$ cat src/hdl/swd_pe_pkg.sv
// ----------------------------------------------------------------------------
// swd_pe_pkg
// Shared types and constants for the SWD host packet engine.
// ----------------------------------------------------------------------------
package swd_pe_pkg;

    localparam int RESET_HIGH_CYCLES = 64;
    localparam int RESET_IDLE_CYCLES = 8;

    localparam int BIT_COUNT_W = 7;
    localparam int DATA_W      = 32;
    localparam int RETRY_W     = 8;
    localparam int STATUS_W    = 3;
    localparam int PHASE_W     = 4;

    localparam int IN_TDATA_W  = 48;
    localparam int OUT_TDATA_W = 40;

    localparam logic [RETRY_W-1:0] DEFAULT_RETRY_RST = 8'd100;

    localparam logic [1:0] OP_NONE  = 2'd0;
    localparam logic [1:0] OP_XFER  = 2'd1;
    localparam logic [1:0] OP_LRST  = 2'd2;

    localparam logic [2:0] ACK_OK    = 3'd1;
    localparam logic [2:0] ACK_WAIT  = 3'd2;
    localparam logic [2:0] ACK_FAULT = 3'd4;

    localparam logic [STATUS_W-1:0] ST_OK         = 3'd0;
    localparam logic [STATUS_W-1:0] ST_WAIT_OUT   = 3'd1;
    localparam logic [STATUS_W-1:0] ST_FAULT      = 3'd2;
    localparam logic [STATUS_W-1:0] ST_BAD_ACK    = 3'd3;
    localparam logic [STATUS_W-1:0] ST_PARITY_ERR = 3'd4;

    localparam logic [PHASE_W-1:0] PH_IDLE    = 4'd0;
    localparam logic [PHASE_W-1:0] PH_LEAD    = 4'd1;
    localparam logic [PHASE_W-1:0] PH_REQ     = 4'd2;
    localparam logic [PHASE_W-1:0] PH_TRN_ACK = 4'd3;
    localparam logic [PHASE_W-1:0] PH_ACK     = 4'd4;
    localparam logic [PHASE_W-1:0] PH_RDATA   = 4'd5;
    localparam logic [PHASE_W-1:0] PH_RPAR    = 4'd6;
    localparam logic [PHASE_W-1:0] PH_TRN_WR  = 4'd7;
    localparam logic [PHASE_W-1:0] PH_WDATA   = 4'd8;
    localparam logic [PHASE_W-1:0] PH_WPAR    = 4'd9;
    localparam logic [PHASE_W-1:0] PH_END     = 4'd10;
    localparam logic [PHASE_W-1:0] PH_LR_HIGH = 4'd11;
    localparam logic [PHASE_W-1:0] PH_LR_LOW  = 4'd12;

    typedef struct packed {
        logic                swdio_in;
        logic [RETRY_W-1:0]  retry_limit;
        logic [DATA_W-1:0]   wr_word;
        logic [1:0]          reg_addr;
        logic                read_not_write;
        logic                ap_not_dp;
        logic [1:0]          operation;
    } swd_pe_item_t;

    typedef struct packed {
        logic [DATA_W-1:0]   rd_word;
        logic [STATUS_W-1:0] status;
        logic                done_res;
        logic                busy_res;
        logic                swdio_oe;
        logic                swdio_out;
    } swd_pe_result_t;

endpackage

$ cat src/hdl/swd_pe_in_stage.sv
// ----------------------------------------------------------------------------
// swd_pe_in_stage
// Input register for command/sample requests ahead of the protocol core.
// ----------------------------------------------------------------------------
module swd_pe_in_stage (
    input  logic                    clk,
    input  logic                    rst_n,
    input  logic                    in_valid,
    output logic                    in_ready,
    input  swd_pe_pkg::swd_pe_item_t in_item,
    output logic                    item_valid,
    input  logic                    item_ready,
    output swd_pe_pkg::swd_pe_item_t item
);
    import swd_pe_pkg::*;

    logic         valid_reg;
    logic         valid_next;
    swd_pe_item_t item_reg;

    assign in_ready   = !valid_reg || item_ready;
    assign item_valid = valid_reg;
    assign item       = item_reg;

    always_comb
    begin
        valid_next = valid_reg;
        if (in_ready)
        begin
            valid_next = in_valid;
        end
    end

    always_ff @(posedge clk or negedge rst_n)
    begin
        if (!rst_n)
        begin
            valid_reg <= 1'b0;
        end
        else
        begin
            valid_reg <= valid_next;
        end
    end

    always_ff @(posedge clk)
    begin
        if (in_ready && in_valid)
        begin
            item_reg <= in_item;
        end
    end

endmodule

$ cat src/hdl/swd_pe_core.sv
// ----------------------------------------------------------------------------
// swd_pe_core
// SWD transfer and line reset sequencer, one SWCLK period per request,
// with registered result output.
// ----------------------------------------------------------------------------
module swd_pe_core (
    input  logic                      clk,
    input  logic                      rst_n,
    input  logic                      cfg_we,
    input  logic [7:0]                cfg_wdata,
    input  logic                      item_valid,
    output logic                      item_ready,
    input  swd_pe_pkg::swd_pe_item_t   item,
    output logic                      res_valid,
    input  logic                      res_ready,
    output swd_pe_pkg::swd_pe_result_t res
);
    import swd_pe_pkg::*;

    logic [RETRY_W-1:0]     default_retry_reg;
    logic [PHASE_W-1:0]     phase_reg, phase_next;
    logic [BIT_COUNT_W-1:0] bit_count_reg, bit_count_next;
    logic [7:0]             request_byte_reg, request_byte_next;
    logic [DATA_W-1:0]      data_shift_reg, data_shift_next;
    logic [2:0]             ack_bits_reg, ack_bits_next;
    logic [RETRY_W-1:0]     retries_left_reg, retries_left_next;
    logic                   parity_acc_reg, parity_acc_next;
    logic [STATUS_W-1:0]    final_status_reg, final_status_next;
    logic                   res_valid_reg;
    swd_pe_result_t         res_reg, res_next;

    logic                   fire;
    logic                   req_parity;
    logic [RETRY_W-1:0]     retry_sel;
    logic [BIT_COUNT_W-1:0] bit_count_inc;
    logic [2:0]             ack_now;
    logic [RETRY_W-1:0]     retries_dec;

    assign item_ready = !res_valid_reg || res_ready;
    assign fire       = item_valid && item_ready;
    assign res_valid  = res_valid_reg;
    assign res        = res_reg;

    assign req_parity = item.ap_not_dp ^ item.read_not_write ^ item.reg_addr[0]
                        ^ item.reg_addr[1];
    assign retry_sel  = (item.retry_limit != '0) ? item.retry_limit : default_retry_reg;

    always_comb
    begin
        phase_next        = phase_reg;
        bit_count_next    = bit_count_reg;
        request_byte_next = request_byte_reg;
        data_shift_next   = data_shift_reg;
        ack_bits_next     = ack_bits_reg;
        retries_left_next = retries_left_reg;
        parity_acc_next   = parity_acc_reg;
        final_status_next = final_status_reg;

        res_next.swdio_out = 1'b0;
        res_next.swdio_oe  = 1'b1;
        res_next.busy_res  = 1'b1;
        res_next.done_res  = 1'b0;
        res_next.status    = ST_OK;
        res_next.rd_word   = '0;

        if (phase_reg == PH_IDLE)
        begin
            if (item.operation == OP_XFER)
            begin
                request_byte_next = {1'b1, 1'b0, req_parity, item.reg_addr,
                                     item.read_not_write, item.ap_not_dp, 1'b1};
                data_shift_next   = item.wr_word;
                retries_left_next = (retry_sel != '0) ? retry_sel : RETRY_W'(1);
                final_status_next = ST_OK;
                phase_next        = PH_LEAD;
            end
            else if (item.operation == OP_LRST)
            begin
                bit_count_next    = '0;
                final_status_next = ST_OK;
                phase_next        = PH_LR_HIGH;
            end
        end

        bit_count_inc = bit_count_next + BIT_COUNT_W'(1);
        ack_now       = ack_bits_next | ({2'b00, item.swdio_in} << bit_count_next[1:0]);
        retries_dec   = retries_left_next - RETRY_W'(1);

        case (phase_next)
            PH_LEAD:
            begin
                bit_count_next = '0;
                phase_next     = PH_REQ;
            end
            PH_REQ:
            begin
                res_next.swdio_out = request_byte_next[bit_count_next[2:0]];
                bit_count_next     = bit_count_inc;
                if (bit_count_inc >= BIT_COUNT_W'(8))
                begin
                    phase_next = PH_TRN_ACK;
                end
            end
            PH_TRN_ACK:
            begin
                res_next.swdio_oe = 1'b0;
                bit_count_next    = '0;
                ack_bits_next     = '0;
                phase_next        = PH_ACK;
            end
            PH_ACK:
            begin
                res_next.swdio_oe = 1'b0;
                ack_bits_next     = ack_now;
                bit_count_next    = bit_count_inc;
                if (bit_count_inc >= BIT_COUNT_W'(3))
                begin
                    bit_count_next  = '0;
                    parity_acc_next = 1'b0;
                    if (ack_now == ACK_WAIT)
                    begin
                        retries_left_next = retries_dec;
                        if (retries_dec != '0)
                        begin
                            phase_next = PH_LEAD;
                        end
                        else
                        begin
                            final_status_next = ST_WAIT_OUT;
                            phase_next        = PH_END;
                        end
                    end
                    else if (ack_now == ACK_OK)
                    begin
                        phase_next = request_byte_next[2] ? PH_RDATA : PH_TRN_WR;
                    end
                    else if (ack_now == ACK_FAULT)
                    begin
                        final_status_next = ST_FAULT;
                        phase_next        = PH_END;
                    end
                    else
                    begin
                        final_status_next = ST_BAD_ACK;
                        phase_next        = PH_END;
                    end
                end
            end
            PH_RDATA:
            begin
                res_next.swdio_oe = 1'b0;
                data_shift_next   = {item.swdio_in, data_shift_next[DATA_W-1:1]};
                parity_acc_next   = parity_acc_next ^ item.swdio_in;
                bit_count_next    = bit_count_inc;
                if (bit_count_inc >= BIT_COUNT_W'(DATA_W))
                begin
                    phase_next = PH_RPAR;
                end
            end
            PH_RPAR:
            begin
                res_next.swdio_oe = 1'b0;
                if (parity_acc_next ^ item.swdio_in)
                begin
                    final_status_next = ST_PARITY_ERR;
                end
                phase_next = PH_END;
            end
            PH_TRN_WR:
            begin
                res_next.swdio_oe = 1'b0;
                bit_count_next    = '0;
                phase_next        = PH_WDATA;
            end
            PH_WDATA:
            begin
                res_next.swdio_out = data_shift_next[0];
                parity_acc_next    = parity_acc_next ^ data_shift_next[0];
                data_shift_next    = {1'b0, data_shift_next[DATA_W-1:1]};
                bit_count_next     = bit_count_inc;
                if (bit_count_inc >= BIT_COUNT_W'(DATA_W))
                begin
                    phase_next = PH_WPAR;
                end
            end
            PH_WPAR:
            begin
                res_next.swdio_out = parity_acc_next;
                phase_next         = PH_END;
            end
            PH_END:
            begin
                res_next.done_res = 1'b1;
                res_next.status   = final_status_next;
                if (final_status_next == ST_OK && request_byte_next[2])
                begin
                    res_next.rd_word = data_shift_next;
                end
                phase_next = PH_IDLE;
            end
            PH_LR_HIGH:
            begin
                res_next.swdio_out = 1'b1;
                bit_count_next     = bit_count_inc;
                if (bit_count_inc >= BIT_COUNT_W'(RESET_HIGH_CYCLES))
                begin
                    bit_count_next = '0;
                    phase_next     = PH_LR_LOW;
                end
            end
            PH_LR_LOW:
            begin
                bit_count_next = bit_count_inc;
                if (bit_count_inc >= BIT_COUNT_W'(RESET_IDLE_CYCLES))
                begin
                    bit_count_next    = '0;
                    res_next.done_res = 1'b1;
                    phase_next        = PH_IDLE;
                end
            end
            default:
            begin
                res_next.busy_res = 1'b0;
                phase_next        = PH_IDLE;
            end
        endcase
    end

    always_ff @(posedge clk or negedge rst_n)
    begin
        if (!rst_n)
        begin
            default_retry_reg <= DEFAULT_RETRY_RST;
        end
        else if (cfg_we)
        begin
            default_retry_reg <= cfg_wdata;
        end
    end

    always_ff @(posedge clk or negedge rst_n)
    begin
        if (!rst_n)
        begin
            phase_reg        <= PH_IDLE;
            bit_count_reg    <= '0;
            request_byte_reg <= '0;
            data_shift_reg   <= '0;
            ack_bits_reg     <= '0;
            retries_left_reg <= '0;
            parity_acc_reg   <= 1'b0;
            final_status_reg <= ST_OK;
            res_valid_reg    <= 1'b0;
        end
        else
        begin
            if (fire)
            begin
                phase_reg        <= phase_next;
                bit_count_reg    <= bit_count_next;
                request_byte_reg <= request_byte_next;
                data_shift_reg   <= data_shift_next;
                ack_bits_reg     <= ack_bits_next;
                retries_left_reg <= retries_left_next;
                parity_acc_reg   <= parity_acc_next;
                final_status_reg <= final_status_next;
            end
            if (item_ready)
            begin
                res_valid_reg <= item_valid;
            end
        end
    end

    always_ff @(posedge clk)
    begin
        if (fire)
        begin
            res_reg <= res_next;
        end
    end

endmodule

$ cat src/hdl/swd_host_packet_engine_unit.sv
// ----------------------------------------------------------------------------
// swd_host_packet_engine_unit
// SWD host engine: each request is one SWCLK period, each result gives the
// SWDIO drive for that period plus busy, done, status and read data.
// Path from request accept to result valid: the input register, then the
// sequencer step into the result register.
// Throughput: 1 request per cycle while m_tready is high, set by the single-step sequencer.
// Reset: rst_n clears the sequencer to idle and default_retry to 100.
// ----------------------------------------------------------------------------
module swd_host_packet_engine_unit (
    input  logic                                 clk,
    input  logic                                 rst_n,
    input  logic                                 cfg_we,
    input  logic [7:0]                           cfg_wdata,
    input  logic                                 s_tvalid,
    output logic                                 s_tready,
    // [1:0] operation, [2] ap_not_dp, [3] read_not_write, [5:4] reg_addr,
    // [37:6] wr_word, [45:38] retry_limit, [46] swdio_in, [47] ignored
    input  logic [swd_pe_pkg::IN_TDATA_W-1:0]    s_tdata,
    output logic                                 m_tvalid,
    input  logic                                 m_tready,
    // [0] swdio_out, [1] swdio_oe, [2] busy_res, [3] done_res,
    // [6:4] status, [38:7] rd_word, [39] zero
    output logic [swd_pe_pkg::OUT_TDATA_W-1:0]   m_tdata
);
    import swd_pe_pkg::*;

    swd_pe_item_t   in_item;
    swd_pe_item_t   item;
    logic           item_valid;
    logic           item_ready;
    swd_pe_result_t res;

    assign in_item = s_tdata[$bits(swd_pe_item_t)-1:0];
    assign m_tdata = {{(OUT_TDATA_W - $bits(swd_pe_result_t)){1'b0}}, res};

    swd_pe_in_stage u_in_stage (
        .clk        (clk),
        .rst_n      (rst_n),
        .in_valid   (s_tvalid),
        .in_ready   (s_tready),
        .in_item    (in_item),
        .item_valid (item_valid),
        .item_ready (item_ready),
        .item       (item)
    );

    swd_pe_core u_core (
        .clk        (clk),
        .rst_n      (rst_n),
        .cfg_we     (cfg_we),
        .cfg_wdata  (cfg_wdata),
        .item_valid (item_valid),
        .item_ready (item_ready),
        .item       (item),
        .res_valid  (m_tvalid),
        .res_ready  (m_tready),
        .res        (res)
    );

endmodule
$ cat config.mk
export PLATFORM = sky130hd
export DESIGN_NAME = swd_host_packet_engine_unit
export DESIGN_NICKNAME = d
export VERILOG_FILES = /design/src/hdl/swd_pe_pkg.sv /design/src/hdl/swd_pe_in_stage.sv /design/src/hdl/swd_pe_core.sv /design/src/hdl/swd_host_packet_engine_unit.sv
export SDC_FILE = /design/constraint.sdc
export NUM_CORES = 1
export LEC_CHECK = 0
export BUFFER_PORTS_ARGS = -buffer_cell sky130_fd_sc_hd__buf_2
export CORE_MARGIN = 2
export CORE_UTILIZATION = 35
export CTS_BUF_LIST = sky130_fd_sc_hd__clkbuf_8
export CTS_CLUSTER_DIAMETER = 40
export DETAILED_ROUTE_END_ITERATION = 10
export GPL_ROUTABILITY_DRIVEN = 0
export HOLD_SLACK_MARGIN = 0.03
export MAX_ROUTING_LAYER = met4
export SYNTH_ARGS = -nofsm -noshare
export SYNTH_HDL_FRONTEND = slang
export SYNTH_SLANG_ARGS = --single-unit
$ cat constraint.sdc
create_clock -name clk -period 4.53 [get_ports clk]
set_input_delay 0.2265 -clock clk [delete_from_list [all_inputs] [get_ports clk]]
set_output_delay 0.2265 -clock clk [all_outputs]
set_load 0.01 [all_outputs]
==> impl_summary.txt, run 1 <==
----------------------------------------------------
[Outcome]
  Result of the run ... finished, final reports clean

[Floorplan]
  Floorplan die area ... 0.0236 mm²
  Initial core utilization ... 35.7%
  Number of standard-cell rows in the floorplan ... 54
  Std-Cell Core Area ... 0.0219 mm²
  Top-Level Pins ... 103
  Y dimension of the die ... 154 µm
  Width of the die ... 154 µm

[Setup path]
  Worst Setup Path Type ... reg -> reg
  Sort of element at the start of the critical path ... flip-flop
  Arrival time worst endpoint ... 4.13 ns
  Setup crit end kind ... flip-flop
  Critical path fanouts, max ... 9
  Required time worst endpoint ... 4.91 ns

[Pwr]
  Static leakage power ... 3.73 nW
  Maximum VDD drop ... 0.263 mV
  Total chip power ... 0.00475 W
  Power per cell area ... 495 mW/mm²

[Global route]
  Number of antenna violations at the first check in global routing ... 0
  Vias in the first global route ... 5616
  Global-route usage over all layers ... 16.5%
  Gr ovfl total ... 0
  Largest net degree at the start of global routing ... 89
  Met2 GRT Util ... 24.6%
  Met1 Resource Use GR ... 22.8%
  First-pass GRT wire length ... 30000 µm
  Global Route met3 Usage ... 2.85%
  Global-route layer with the greatest usage ... met2

[Clocking]
  Clock root buffer ... sky130_fd_sc_hd__clkbuf_8
  Number of buffers added for setup after CTS ... 0
  Post-cts sizing count ... 0
  Clock transition time at the flip-flop clock pins of the worst setup and hold paths ... 0.10 ns
  Maximum buffer depth of the clock tree ... 2
  TritonCTS clock tree ... built
  Hold_buf cts ... 57
  CTS H-tree lvls ... 4
  Clock insertion delay at the later pin of the skew report ... 0.46 ns
  Number of buffers created by CTS ... 17
  Clock sink count ... 162

[Logic synthesis]
  Yosys top cell by area ... sky130_fd_sc_hd__edfxtp_1
  Number of enable-type register cells in the synthesized netlist ... 86
  Number of instances in the synthesized netlist ... 685
  Leading post-synthesis cells by instance count ... sky130_fd_sc_hd__edfxtp_1, sky130_fd_sc_hd__nand2_1, sky130_fd_sc_hd__dfrtp_1
  Average size of a mapped cell ... 11.4 µm²
  Fraction of the yosys area taken by sequential cells ... 57.4%
  Library cell with the highest instance count after synthesis ... sky130_fd_sc_hd__edfxtp_1
  Dominant synthesized flop cell ... sky130_fd_sc_hd__edfxtp_1
  Distinct cells, synth ... 74
  Async set-or-reset flop fraction in the synthesized netlist ... 46.9%
  Synthesized netlist net count ... 751
  Flop and latch count out of synthesis ... 162
  Synthesis warning total ... 0
  Synth top area share ... 33.0%
  Cells taking the most area after synthesis ... sky130_fd_sc_hd__edfxtp_1, sky130_fd_sc_hd__dfrtp_1, sky130_fd_sc_hd__mux2_2
  Mapped cell area ... 0.00783 mm²

[Drt]
  Post-detailed-route count of antenna-violating nets ... 0
  Iteration-0 DRC Markers ... 421
  Post-route DRC ... 0
  Length of the first detailed-routing pass in iterations ... 5
  Average detailed-routed wire length per instance ... 16.0 µm
  Detailed-route vias per instance ... 5.05
  Total wire length ... 18200 µm
  Via count ... 5736

[Timing]
  Final Skew ... 0.0173 ns
  Achievable Freq ... 267 MHz
  Fin crit period ... 3.74 ns
  Hold Violations, Final ... 0
  Actual transition at the worst max-transition pin ... 0.896 ns
  Number of pins exceeding their max-slew limit in the final report ... 0
  Worst-case setup margin in the final layout ... 0.788 ns
  Max-slew headroom ... 40.3%
  Count of endpoints failing setup in the final report ... 0
  Hold WS ... 0.0816 ns
  Period utilization ... 82.6%
  Final setup TNS ... 0 ns
  RSZ-0062 raised after global routing ... no

[Place]
  Worst slack after detailed placement ... 0.810 ns
  IO Port Bufs ... 100
  Detailed placer's ending HPWL ... 12000 µm

[Layout]
  Nets@finish ... 909
  Share of final-layout standard cells stronger than drive strength 1 ... 25.6%
  Max reg flops ... 47
  Layout overhead on the synthesized area ... 22.7%
  # diodes ... 0
  Filler cells ... 2129

[Worst hold path]
  Type of the tightest min-delay check ... in -> reg

[Job]
  Max-cap viol count ... 0

----------------------------------------------------
cell type report:
cell class | instances | area, µm² | area share [%]
clock buffers | 17 | 234 | 2.44
clock inverters | 15 | 148 | 1.54
inverters | 14 | 52.6 | 0.547
multi-input cells | 473 | 3120 | 32.5
flip-flops and latches | 162 | 4490 | 46.7
well taps | 280 | 350 | 3.65
repair buffers | 175 | 1210 | 12.6
kinds of logic (layout without fill, tap and decap cells):
| logic type | Yosys count | after routing | share of synthesized area, % |
|---|---|---|---|
| buf+inv | 50 | 221 | 2.94 |
| fa+ha+maj | 6 | 6 | 0.927 |
| simple gates | 211 | 211 | 13.2 |
| mux | 77 | 77 | 10.7 |
| flops | 162 | 162 | 57.4 |
| other cells | 1 | 1 | 0.0479 |
| xor+xnor | 11 | 11 | 1.23 |
| compound gates | 167 | 167 | 13.6 |
worst max-delay path, cell delays in order, from the launching register on:
cell	delay, ns
sky130_fd_sc_hd__dfrtp_1	0.42
sky130_fd_sc_hd__nor4_4	0.56
sky130_fd_sc_hd__nand2_4	0.21
sky130_fd_sc_hd__nand2_4	0.15
sky130_fd_sc_hd__inv_1	0.09
sky130_fd_sc_hd__ha_1	0.25
sky130_fd_sc_hd__and3_1	0.25
sky130_fd_sc_hd__and3_1	0.20
sky130_fd_sc_hd__nor2_1	0.27
sky130_fd_sc_hd__a21oi_1	0.22
sky130_fd_sc_hd__o211ai_1	0.52
sky130_fd_sc_hd__mux2_2	0.39
sky130_fd_sc_hd__o21ai_0	0.14
power by group:
part           leakage (nW)  internal (W)  switching [W]
Combinational          1.73      0.000704       0.000983
Clock                 0.197      0.000452       0.000587
Sequential             1.80       0.00186       0.000171
Total                  3.73       0.00301        0.00174
worst paths after layout:
| check | start | to | slack (ns) | depth (start not counted) |
|---|---|---|---|---|
| max | u_core.phase_reg[1]$_DFFE_PN0P_ | u_core.retries_left_reg[1]$_DFFE_PN0P_ | 0.79 | 12 |
| min | m_tready | u_core.res_valid$_DFFE_PN0P_ | 0.08 | 3 |
| max reg2reg | u_core.phase_reg[1]$_DFFE_PN0P_ | u_core.retries_left_reg[1]$_DFFE_PN0P_ | 0.79 | 12 |
| min reg2reg | u_core.request_byte_reg[7]$_DFFE_PN0P_ | u_core.request_byte_reg[7]$_DFFE_PN0P_ | 0.47 | 1 |
| max in group asynchronous | rst_n | u_core.data_shift_reg[27]$_DFFE_PN0P_ | 3.24 | 3 |
| min in group asynchronous | rst_n | u_core.data_shift_reg[11]$_DFFE_PN0P_ | 0.14 | 2 |
through the flow:
| step | cells | instance area, µm² | utilization [%] |
|---|---|---|---|
| 2_1_floorplan | 685 | 7830 | - |
| 3_3_place_gp | 1047 | 8650 | 39.5 |
| 3_5_place_dp | 1047 | 8650 | 39.5 |
| 4_1_cts | 1136 | 9600 | 43.9 |
| 5_1_grt | 1136 | 9600 | 43.9 |
| 6_report | 1136 | 9600 | 43.9 |
cell usage in the layout (no fill, tap or decap), types with 10 or more instances in the layout:
cell type	count
sky130_fd_sc_hd__xnor2_1	10
sky130_fd_sc_hd__buf_4	19
sky130_fd_sc_hd__mux2_2	43
sky130_fd_sc_hd__dlygate4sd3_1	57
sky130_fd_sc_hd__edfxtp_1	86
sky130_fd_sc_hd__nand2_1	80
sky130_fd_sc_hd__o21ai_0	72
sky130_fd_sc_hd__a21oi_1	24
sky130_fd_sc_hd__dfrtp_1	73
sky130_fd_sc_hd__buf_2	99
sky130_fd_sc_hd__nor2_1	54
sky130_fd_sc_hd__clkbuf_8	17
sky130_fd_sc_hd__nor3_1	12
sky130_fd_sc_hd__mux2i_1	33
sky130_fd_sc_hd__nand3_1	16
sky130_fd_sc_hd__inv_1	14
metal layers:
layer	vias to the layer above	wire length (µm)
met5	-	0
met1	2753	8860
met3	18	582
met2	124	8510
li1	2841	-
met4	0	244
No activity file was read; power rests on OpenSTA's default activity.
==> run 2: changes to the inputs <==
- ABC_AREA: not set -> 1
- clock period: 4.53 -> 3.8 ns (I/O delays scaled with it)
==> run 2 against run 1 <==
Sequential share of layout area fell by 0.12 points. Cell area rose by 0.26%. Synthesized cell count rose by 27%. Largest cell class unchanged.
==> impl_summary.txt, run 2 <==
----------------------------------------------------
[Outcome]
  Result of the run ... finished, final reports clean

[Clocking]
  TritonCTS clock tree ... built
  Number of buffers added for setup after CTS ... 0
  Maximum buffer depth of the clock tree ... 2
  Clock sink count ... 162
  Number of buffers created by CTS ... 17
  CTS H-tree lvls ... 4
  Clock root buffer ... sky130_fd_sc_hd__clkbuf_8
  Clock insertion delay at the later pin of the skew report ... 0.46 ns
  Clock transition time at the flip-flop clock pins of the worst setup and hold paths ... 0.10 ns

[Pwr]
  Static leakage power ... 4.42 nW
  Total chip power ... 0.00676 W
  Power per cell area ... 702 mW/mm²
  Maximum VDD drop ... 0.328 mV

[Setup path]
  Arrival time worst endpoint ... 3.46 ns
  Start point of the critical path ... u_in_stage.item[44]$_DFFE_PP_
  Setup crit end kind ... flip-flop
  Critical path fanouts, max ... 8
  End point of the critical path ... u_core.phase_reg[0]$_DFFE_PN0P_
  Required time worst endpoint ... 4.14 ns
  Worst Setup Path Type ... reg -> reg
  Endpoint of the worst-slack reg-to-reg timing path ... u_core.phase_reg[0]$_DFFE_PN0P_
  Register-to-register setup slack ... 0.68 ns
  Number of cell instances on the worst register-to-register path ... 23
  Sort of element at the start of the critical path ... flip-flop
  R2R Path Start ... u_in_stage.item[44]$_DFFE_PP_

[Layout]
  Layout overhead on the synthesized area ... 22.5%
  Most common cell after layout, fill and taps aside ... sky130_fd_sc_hd__nand2_1
  # diodes ... 0
  Share of final-layout standard cells stronger than drive strength 1 ... 18.3%
  Nets@finish ... 1090
  Most frequent cells in the layout ... sky130_fd_sc_hd__nand2_1, sky130_fd_sc_hd__o21ai_0, sky130_fd_sc_hd__buf_2
  Max reg flops ... 47

[Logic synthesis]
  Distinct cells, synth ... 47
  Mapped cell area ... 0.00786 mm²
  Average size of a mapped cell ... 9.01 µm²
  Library cell with the highest instance count after synthesis ... sky130_fd_sc_hd__nand2_1
  Cells taking the most area after synthesis ... sky130_fd_sc_hd__edfxtp_1, sky130_fd_sc_hd__dfrtp_1, sky130_fd_sc_hd__nand2_1
  Async set-or-reset flop fraction in the synthesized netlist ... 46.9%
  Synthesis warning total ... 0
  Yosys top cell by area ... sky130_fd_sc_hd__edfxtp_1
  Fraction of the yosys area taken by sequential cells ... 57.1%
  Number of enable-type register cells in the synthesized netlist ... 86
  Dominant synthesized flop cell ... sky130_fd_sc_hd__edfxtp_1
  Number of instances in the synthesized netlist ... 872
  Leading post-synthesis cells by instance count ... sky130_fd_sc_hd__nand2_1, sky130_fd_sc_hd__o21ai_0, sky130_fd_sc_hd__inv_1
  Synth top area share ... 32.9%
  Flop and latch count out of synthesis ... 162
  Synthesized netlist net count ... 938

[Floorplan]
  Number of standard-cell rows in the floorplan ... 54
  Top-Level Pins ... 103
  Y dimension of the die ... 154 µm
  Width of the die ... 154 µm
  Floorplan die area ... 0.0237 mm²
  Std-Cell Core Area ... 0.0220 mm²
  Initial core utilization ... 35.8%

[Worst hold path]
  Type of the tightest min-delay check ... in -> reg

[Timing]
  Hold Violations, Final ... 0
  Number of pins exceeding their max-slew limit in the final report ... 0
  Hold WS ... 0.0689 ns
  Period utilization ... 82.2%
  Final setup TNS ... 0 ns
  Max-slew headroom ... 26.8%
  RSZ-0062 raised after global routing ... no
  Achievable Freq ... 320 MHz
  Final Skew ... 0.0164 ns
  Fin crit period ... 3.12 ns
  Count of endpoints failing setup in the final report ... 0
  Worst-case setup margin in the final layout ... 0.677 ns
  Actual transition at the worst max-transition pin ... 1.10 ns

[Drt]
  Detailed-route vias per instance ... 4.78
  Via count ... 6301
  Total wire length ... 17700 µm
  Average detailed-routed wire length per instance ... 13.4 µm
  Iteration-0 DRC Markers ... 443
  Length of the first detailed-routing pass in iterations ... 5
  Post-route DRC ... 0
  Post-detailed-route count of antenna-violating nets ... 0

[Global route]
  First-pass GRT wire length ... 29600 µm
  Global-route usage over all layers ... 15.9%
  Number of antenna violations at the first check in global routing ... 0
  Vias in the first global route ... 6064
  Gr ovfl total ... 0
  Largest net degree at the start of global routing ... 74

[Job]
  Max-cap viol count ... 0

[Place]
  IO Port Bufs ... 100
  Worst slack after detailed placement ... 0.736 ns
  Detailed placer's ending HPWL ... 11500 µm

----------------------------------------------------
## run 2: report_power, final
part           switching, W  internal, W
Combinational       0.00195     0.000969
Clock              0.000713     0.000618
Sequential         0.000184      0.00232
## run 2: final cells by class
cell class	count	area, µm²
multi-input cells	574	2820
clock inverters	15	184
clock buffers	17	234
inverters	101	389
fillers	2123	12300
flip-flops and latches	162	4490
well taps	280	350
repair buffers	168	1160
## run 2: layer usage
metal / GRT usage [%] / vias up / wire length (µm)
met5: - / - / 0
met4: 3.96 / 0 / 194
met3: 3.33 / 14 / 738
met2: 24.8 / 165 / 7980
met1: 21.5 / 2944 / 8770
li1: - / 3178 / -
## run 2: logic make-up (layout without fill, tap and decap cells)
kind of cell	count (synthesis)	after routing	synth area share, %
DFF	162	162	57.1
other	1	1	0.0477
AOI/OAI and AO/OA	156	156	10.5
muxes	8	8	1.15
xor gates and xnor gates	6	6	0.764
and+or+nand+nor	398	398	22.6
buffers and inverters	136	301	6.97
adders and majority gates	5	5	0.796
## run 2: worst max-delay path: stages, from the launching register on
cell and delay (ns):
sky130_fd_sc_hd__edfxtp_1 0.42, sky130_fd_sc_hd__nor2_1 0.10, sky130_fd_sc_hd__nand2_1 0.07, sky130_fd_sc_hd__nor2_1 0.39, sky130_fd_sc_hd__nand2_1 0.16, sky130_fd_sc_hd__nand2_1 0.11, sky130_fd_sc_hd__nand2_1 0.05, sky130_fd_sc_hd__nor2_1 0.11
sky130_fd_sc_hd__nand2_1 0.06, sky130_fd_sc_hd__nand2_1 0.07, sky130_fd_sc_hd__nand2_2 0.10, sky130_fd_sc_hd__ha_1 0.25, sky130_fd_sc_hd__nand2_1 0.10, sky130_fd_sc_hd__nand2_1 0.06, sky130_fd_sc_hd__nor3_1 0.14, sky130_fd_sc_hd__nand3_1 0.09
sky130_fd_sc_hd__nor2_1 0.11, sky130_fd_sc_hd__nand2_1 0.11, sky130_fd_sc_hd__nand2_1 0.12, sky130_fd_sc_hd__nand2_1 0.13, sky130_fd_sc_hd__nand2_1 0.08, sky130_fd_sc_hd__nand2_1 0.06, sky130_fd_sc_hd__nand2_1 0.07, sky130_fd_sc_hd__nand2_1 0.06
## run 2: what timing repair did
action | 4_1_cts | 5_1_grt
hold buffers | 59 | 0
setup endpoints to repair | 0 | 0
hold endpoints to repair | 107 | 0
resized for setup | 0 | 0
## run 2: metrics by stage
step                      instances  utilization (%)  area [µm²]
after floorplan                 872                -        7860
after global placement         1226             39.3        8620
after detailed placement       1226             39.3        8620
after CTS                      1317             43.8        9630
after global routing           1317             43.8        9630
final                          1317             43.8        9630
## run 2: worst min path at each step
stage	from	endpoint	slack, ns	depth (start not counted)
floorplan	rst_n	u_core.ack_bits_reg[0]$_DFFE_PN0P_	-0.11	0
global placement	rst_n	u_core.default_retry_reg[7]$_DFFE_PN0P_	0.31	1
detailed placement	rst_n	u_core.default_retry_reg[7]$_DFFE_PN0P_	0.30	1
CTS	cfg_we	u_core.default_retry_reg[0]$_DFFE_PN0P_	0.05	2
global route	cfg_we	u_core.default_retry_reg[0]$_DFFE_PN0P_	0.04	2
finish	cfg_we	u_core.default_retry_reg[0]$_DFFE_PN0P_	0.07	2
==> run 3: changes to the inputs <==
- clock period: 3.8 -> 3.1 ns (I/O delays scaled with it)
==> run 3 against run 2 <==
Setup slack got worse by 0.37 ns. Sequential share of layout area fell by 0.94 points. Clock power rose by 33%. Highest routed layer unchanged. Critical endpoint is now u_core.phase_reg[2]$_DFFE_PN0P_. Count of clock-buffer cells in the layout did not move. Final cell count rose by 1.3%. Critical path depth fell by 10. First-iteration DRC count fell by 9.9%.
==> impl_summary.txt, run 3 (same netlist as run 2, synthesis figures left out) <==
----------------------------------------------------
[Outcome]
  Result of the run ... finished, final reports clean

[Floorplan]
  Top-Level Pins ... 103
  Std-Cell Core Area ... 0.0220 mm²
  Y dimension of the die ... 154 µm
  Number of standard-cell rows in the floorplan ... 54
  Initial core utilization ... 35.8%
  Floorplan die area ... 0.0237 mm²
  Width of the die ... 154 µm

[Layout]
  Filler cells ... 2094
  # diodes ... 0
  Multi-input logic area ... 0.00284 mm²
  Share of final-layout standard cells stronger than drive strength 1 ... 20.0%
  Max reg flops ... 47
  Most common cell after layout, fill and taps aside ... sky130_fd_sc_hd__nand2_1
  Sequential cell area ... 0.00449 mm²
  Most frequent cells in the layout ... sky130_fd_sc_hd__nand2_1, sky130_fd_sc_hd__o21ai_0, sky130_fd_sc_hd__buf_2
  Nets@finish ... 1107
  Layout overhead on the synthesized area ... 25.1%

[Setup path]
  Worst Setup Path Type ... reg -> reg
  Setup crit end kind ... flip-flop
  Slowest library cell on the worst path ... sky130_fd_sc_hd__dfrtp_1
  Most frequent cell on the critical path ... sky130_fd_sc_hd__o21ai_0
  Arrival time worst endpoint ... 3.12 ns
  Sort of element at the start of the critical path ... flip-flop
  Required time worst endpoint ... 3.43 ns
  Delay of the slowest cell on the worst path ... 0.49 ns
  Top Family by Delay on Critical Path ... simple AND/OR/NAND/NOR gates
  Total buffers and inverters traversed by the critical path ... 0
  List of cells traversed by the critical path ... nor2_2 > nand2_4 > nor2_4 > nor2_2 > ha_1 > ha_1 > nor2_1 > o21ai_1 > nor2_8 > o21ai_0 > nand3_1 > o21ai_0 > o21ai_0
  Critical path fanouts, max ... 9

[Global route]
  Global-route usage over all layers ... 16.3%
  Largest net degree at the start of global routing ... 77
  Number of antenna violations at the first check in global routing ... 0
  First-pass GRT wire length ... 30100 µm
  Gr ovfl total ... 0
  Vias in the first global route ... 6068

[Pwr]
  Power per cell area ... 871 mW/mm²
  Maximum VDD drop ... 0.403 mV
  Static leakage power ... 4.52 nW

[Clocking]
  Clock insertion delay at the later pin of the skew report ... 0.45 ns
  TritonCTS clock tree ... built
  Clock root buffer ... sky130_fd_sc_hd__clkbuf_8
  Clock transition time at the flip-flop clock pins of the worst setup and hold paths ... 0.10 ns
  CTS H-tree lvls ... 4
  Number of buffers created by CTS ... 17
  Maximum buffer depth of the clock tree ... 2
  Clock sink count ... 162

[Place]
  IO Port Bufs ... 100
  Detailed placer's ending HPWL ... 11700 µm

[Drt]
  Total wire length ... 17800 µm
  Post-route DRC ... 0
  Iteration-0 DRC Markers ... 399
  Length of the first detailed-routing pass in iterations ... 7
  Post-detailed-route count of antenna-violating nets ... 0
  Average detailed-routed wire length per instance ... 13.4 µm
  Via count ... 6310
  Detailed-route vias per instance ... 4.73

[Job]
  Max-cap viol count ... 0

[Timing]
  Actual transition at the worst max-transition pin ... 1.01 ns
  RSZ-0062 raised after global routing ... no
  Final setup TNS ... 0 ns
  Count of endpoints failing setup in the final report ... 0
  Number of pins exceeding their max-slew limit in the final report ... 0
  Hold Violations, Final ... 0
  Fin crit period ... 2.79 ns
  Hold WS ... 0.109 ns
  Period utilization ... 90.1%
  Final Skew ... 0.0121 ns
  Achievable Freq ... 358 MHz
  Max-slew headroom ... 32.5%

[Worst hold path]
  Type of the tightest min-delay check ... in -> reg

----------------------------------------------------
==> run 3: cell type report <==
class	instances	area share [%]
Clock buffer	17	2.38
Clock inverter	15	2.23
Inverter	101	3.96
Multi-Input combinational cell	574	28.9
Sequential cell	162	45.7
Tap cell	280	3.57
Timing Repair Buffer	185	13.3
==> run 3: through the flow <==
| stage | worst slack (ns) | total power [W] | area (µm²) | utilization [%] | instances |
|---|---|---|---|---|---|
| detailed placement | 0.226 | 0.00669 | 8710 | 39.7 | 1237 |
| floorplan | 0.436 | 0.00582 | 7860 | - | 872 |
| global route | 0.00803 | 0.00930 | 9830 | 44.8 | 1334 |
| finish | 0.306 | 0.00856 | 9830 | 44.8 | 1334 |
| CTS | 0.173 | 0.00856 | 9780 | 44.5 | 1330 |
| global placement | 0.285 | 0.00665 | 8710 | 39.7 | 1237 |
==> run 3: power by group <==
part	total, W	internal (W)	leakage [nW]	switching [W]
Combinational	0.00372	0.00129	2.52	0.00243
Sequential	0.00307	0.00284	1.78	0.000225
Clock	0.00177	0.000905	0.227	0.000862
Total	0.00856	0.00504	4.52	0.00351
==> run 3: path summary, 6_finish.rpt <==
| path | start | to | slack, ns | cells past startpoint |
|---|---|---|---|---|
| max | u_core.phase_reg[2]$_DFFE_PN0P_ | u_core.phase_reg[2]$_DFFE_PN0P_ | 0.31 | 13 |
| min | cfg_we | u_core.default_retry_reg[7]$_DFFE_PN0P_ | 0.11 | 2 |
| max reg2reg | u_core.phase_reg[2]$_DFFE_PN0P_ | u_core.phase_reg[2]$_DFFE_PN0P_ | 0.31 | 13 |
| min reg2reg | u_core.request_byte_reg[7]$_DFFE_PN0P_ | u_core.request_byte_reg[7]$_DFFE_PN0P_ | 0.47 | 1 |
| max in group asynchronous | rst_n | u_core.data_shift_reg[28]$_DFFE_PN0P_ | 2.04 | 2 |
| min in group asynchronous | rst_n | u_core.default_retry_reg[4]$_DFFE_PN0P_ | 0.39 | 2 |
==> run 3: layer usage <==
metal	global-route usage (%)	part of all wire (%)	routed length (µm)	vias up
met5	-	0	0	-
met4	3.16	0.79	141	0
met3	3.18	4.3	766	8
met2	25.5	47	8340	148
met1	22.2	48	8580	2950
li1	-	-	-	3204
==> run 3: what timing repair did <==
item	4_1_cts	5_1_grt
resized for setup	0	6
hold buffers	61	0
hold endpoints to repair	130	0
setup endpoints to repair	0	5
setup buffers	0	4
==> run 3: worst register-to-register path, stage by stage, from the launching register on <==
cell and delay (ns):
sky130_fd_sc_hd__dfrtp_1 0.49, sky130_fd_sc_hd__nor2_2 0.17, sky130_fd_sc_hd__nand2_4 0.09, sky130_fd_sc_hd__nor2_4 0.18, sky130_fd_sc_hd__nor2_2 0.11, sky130_fd_sc_hd__ha_1 0.27
sky130_fd_sc_hd__ha_1 0.32, sky130_fd_sc_hd__nor2_1 0.05, sky130_fd_sc_hd__o21ai_1 0.21, sky130_fd_sc_hd__nor2_8 0.09, sky130_fd_sc_hd__o21ai_0 0.31, sky130_fd_sc_hd__nand3_1 0.15
sky130_fd_sc_hd__o21ai_0 0.15, sky130_fd_sc_hd__o21ai_0 0.09
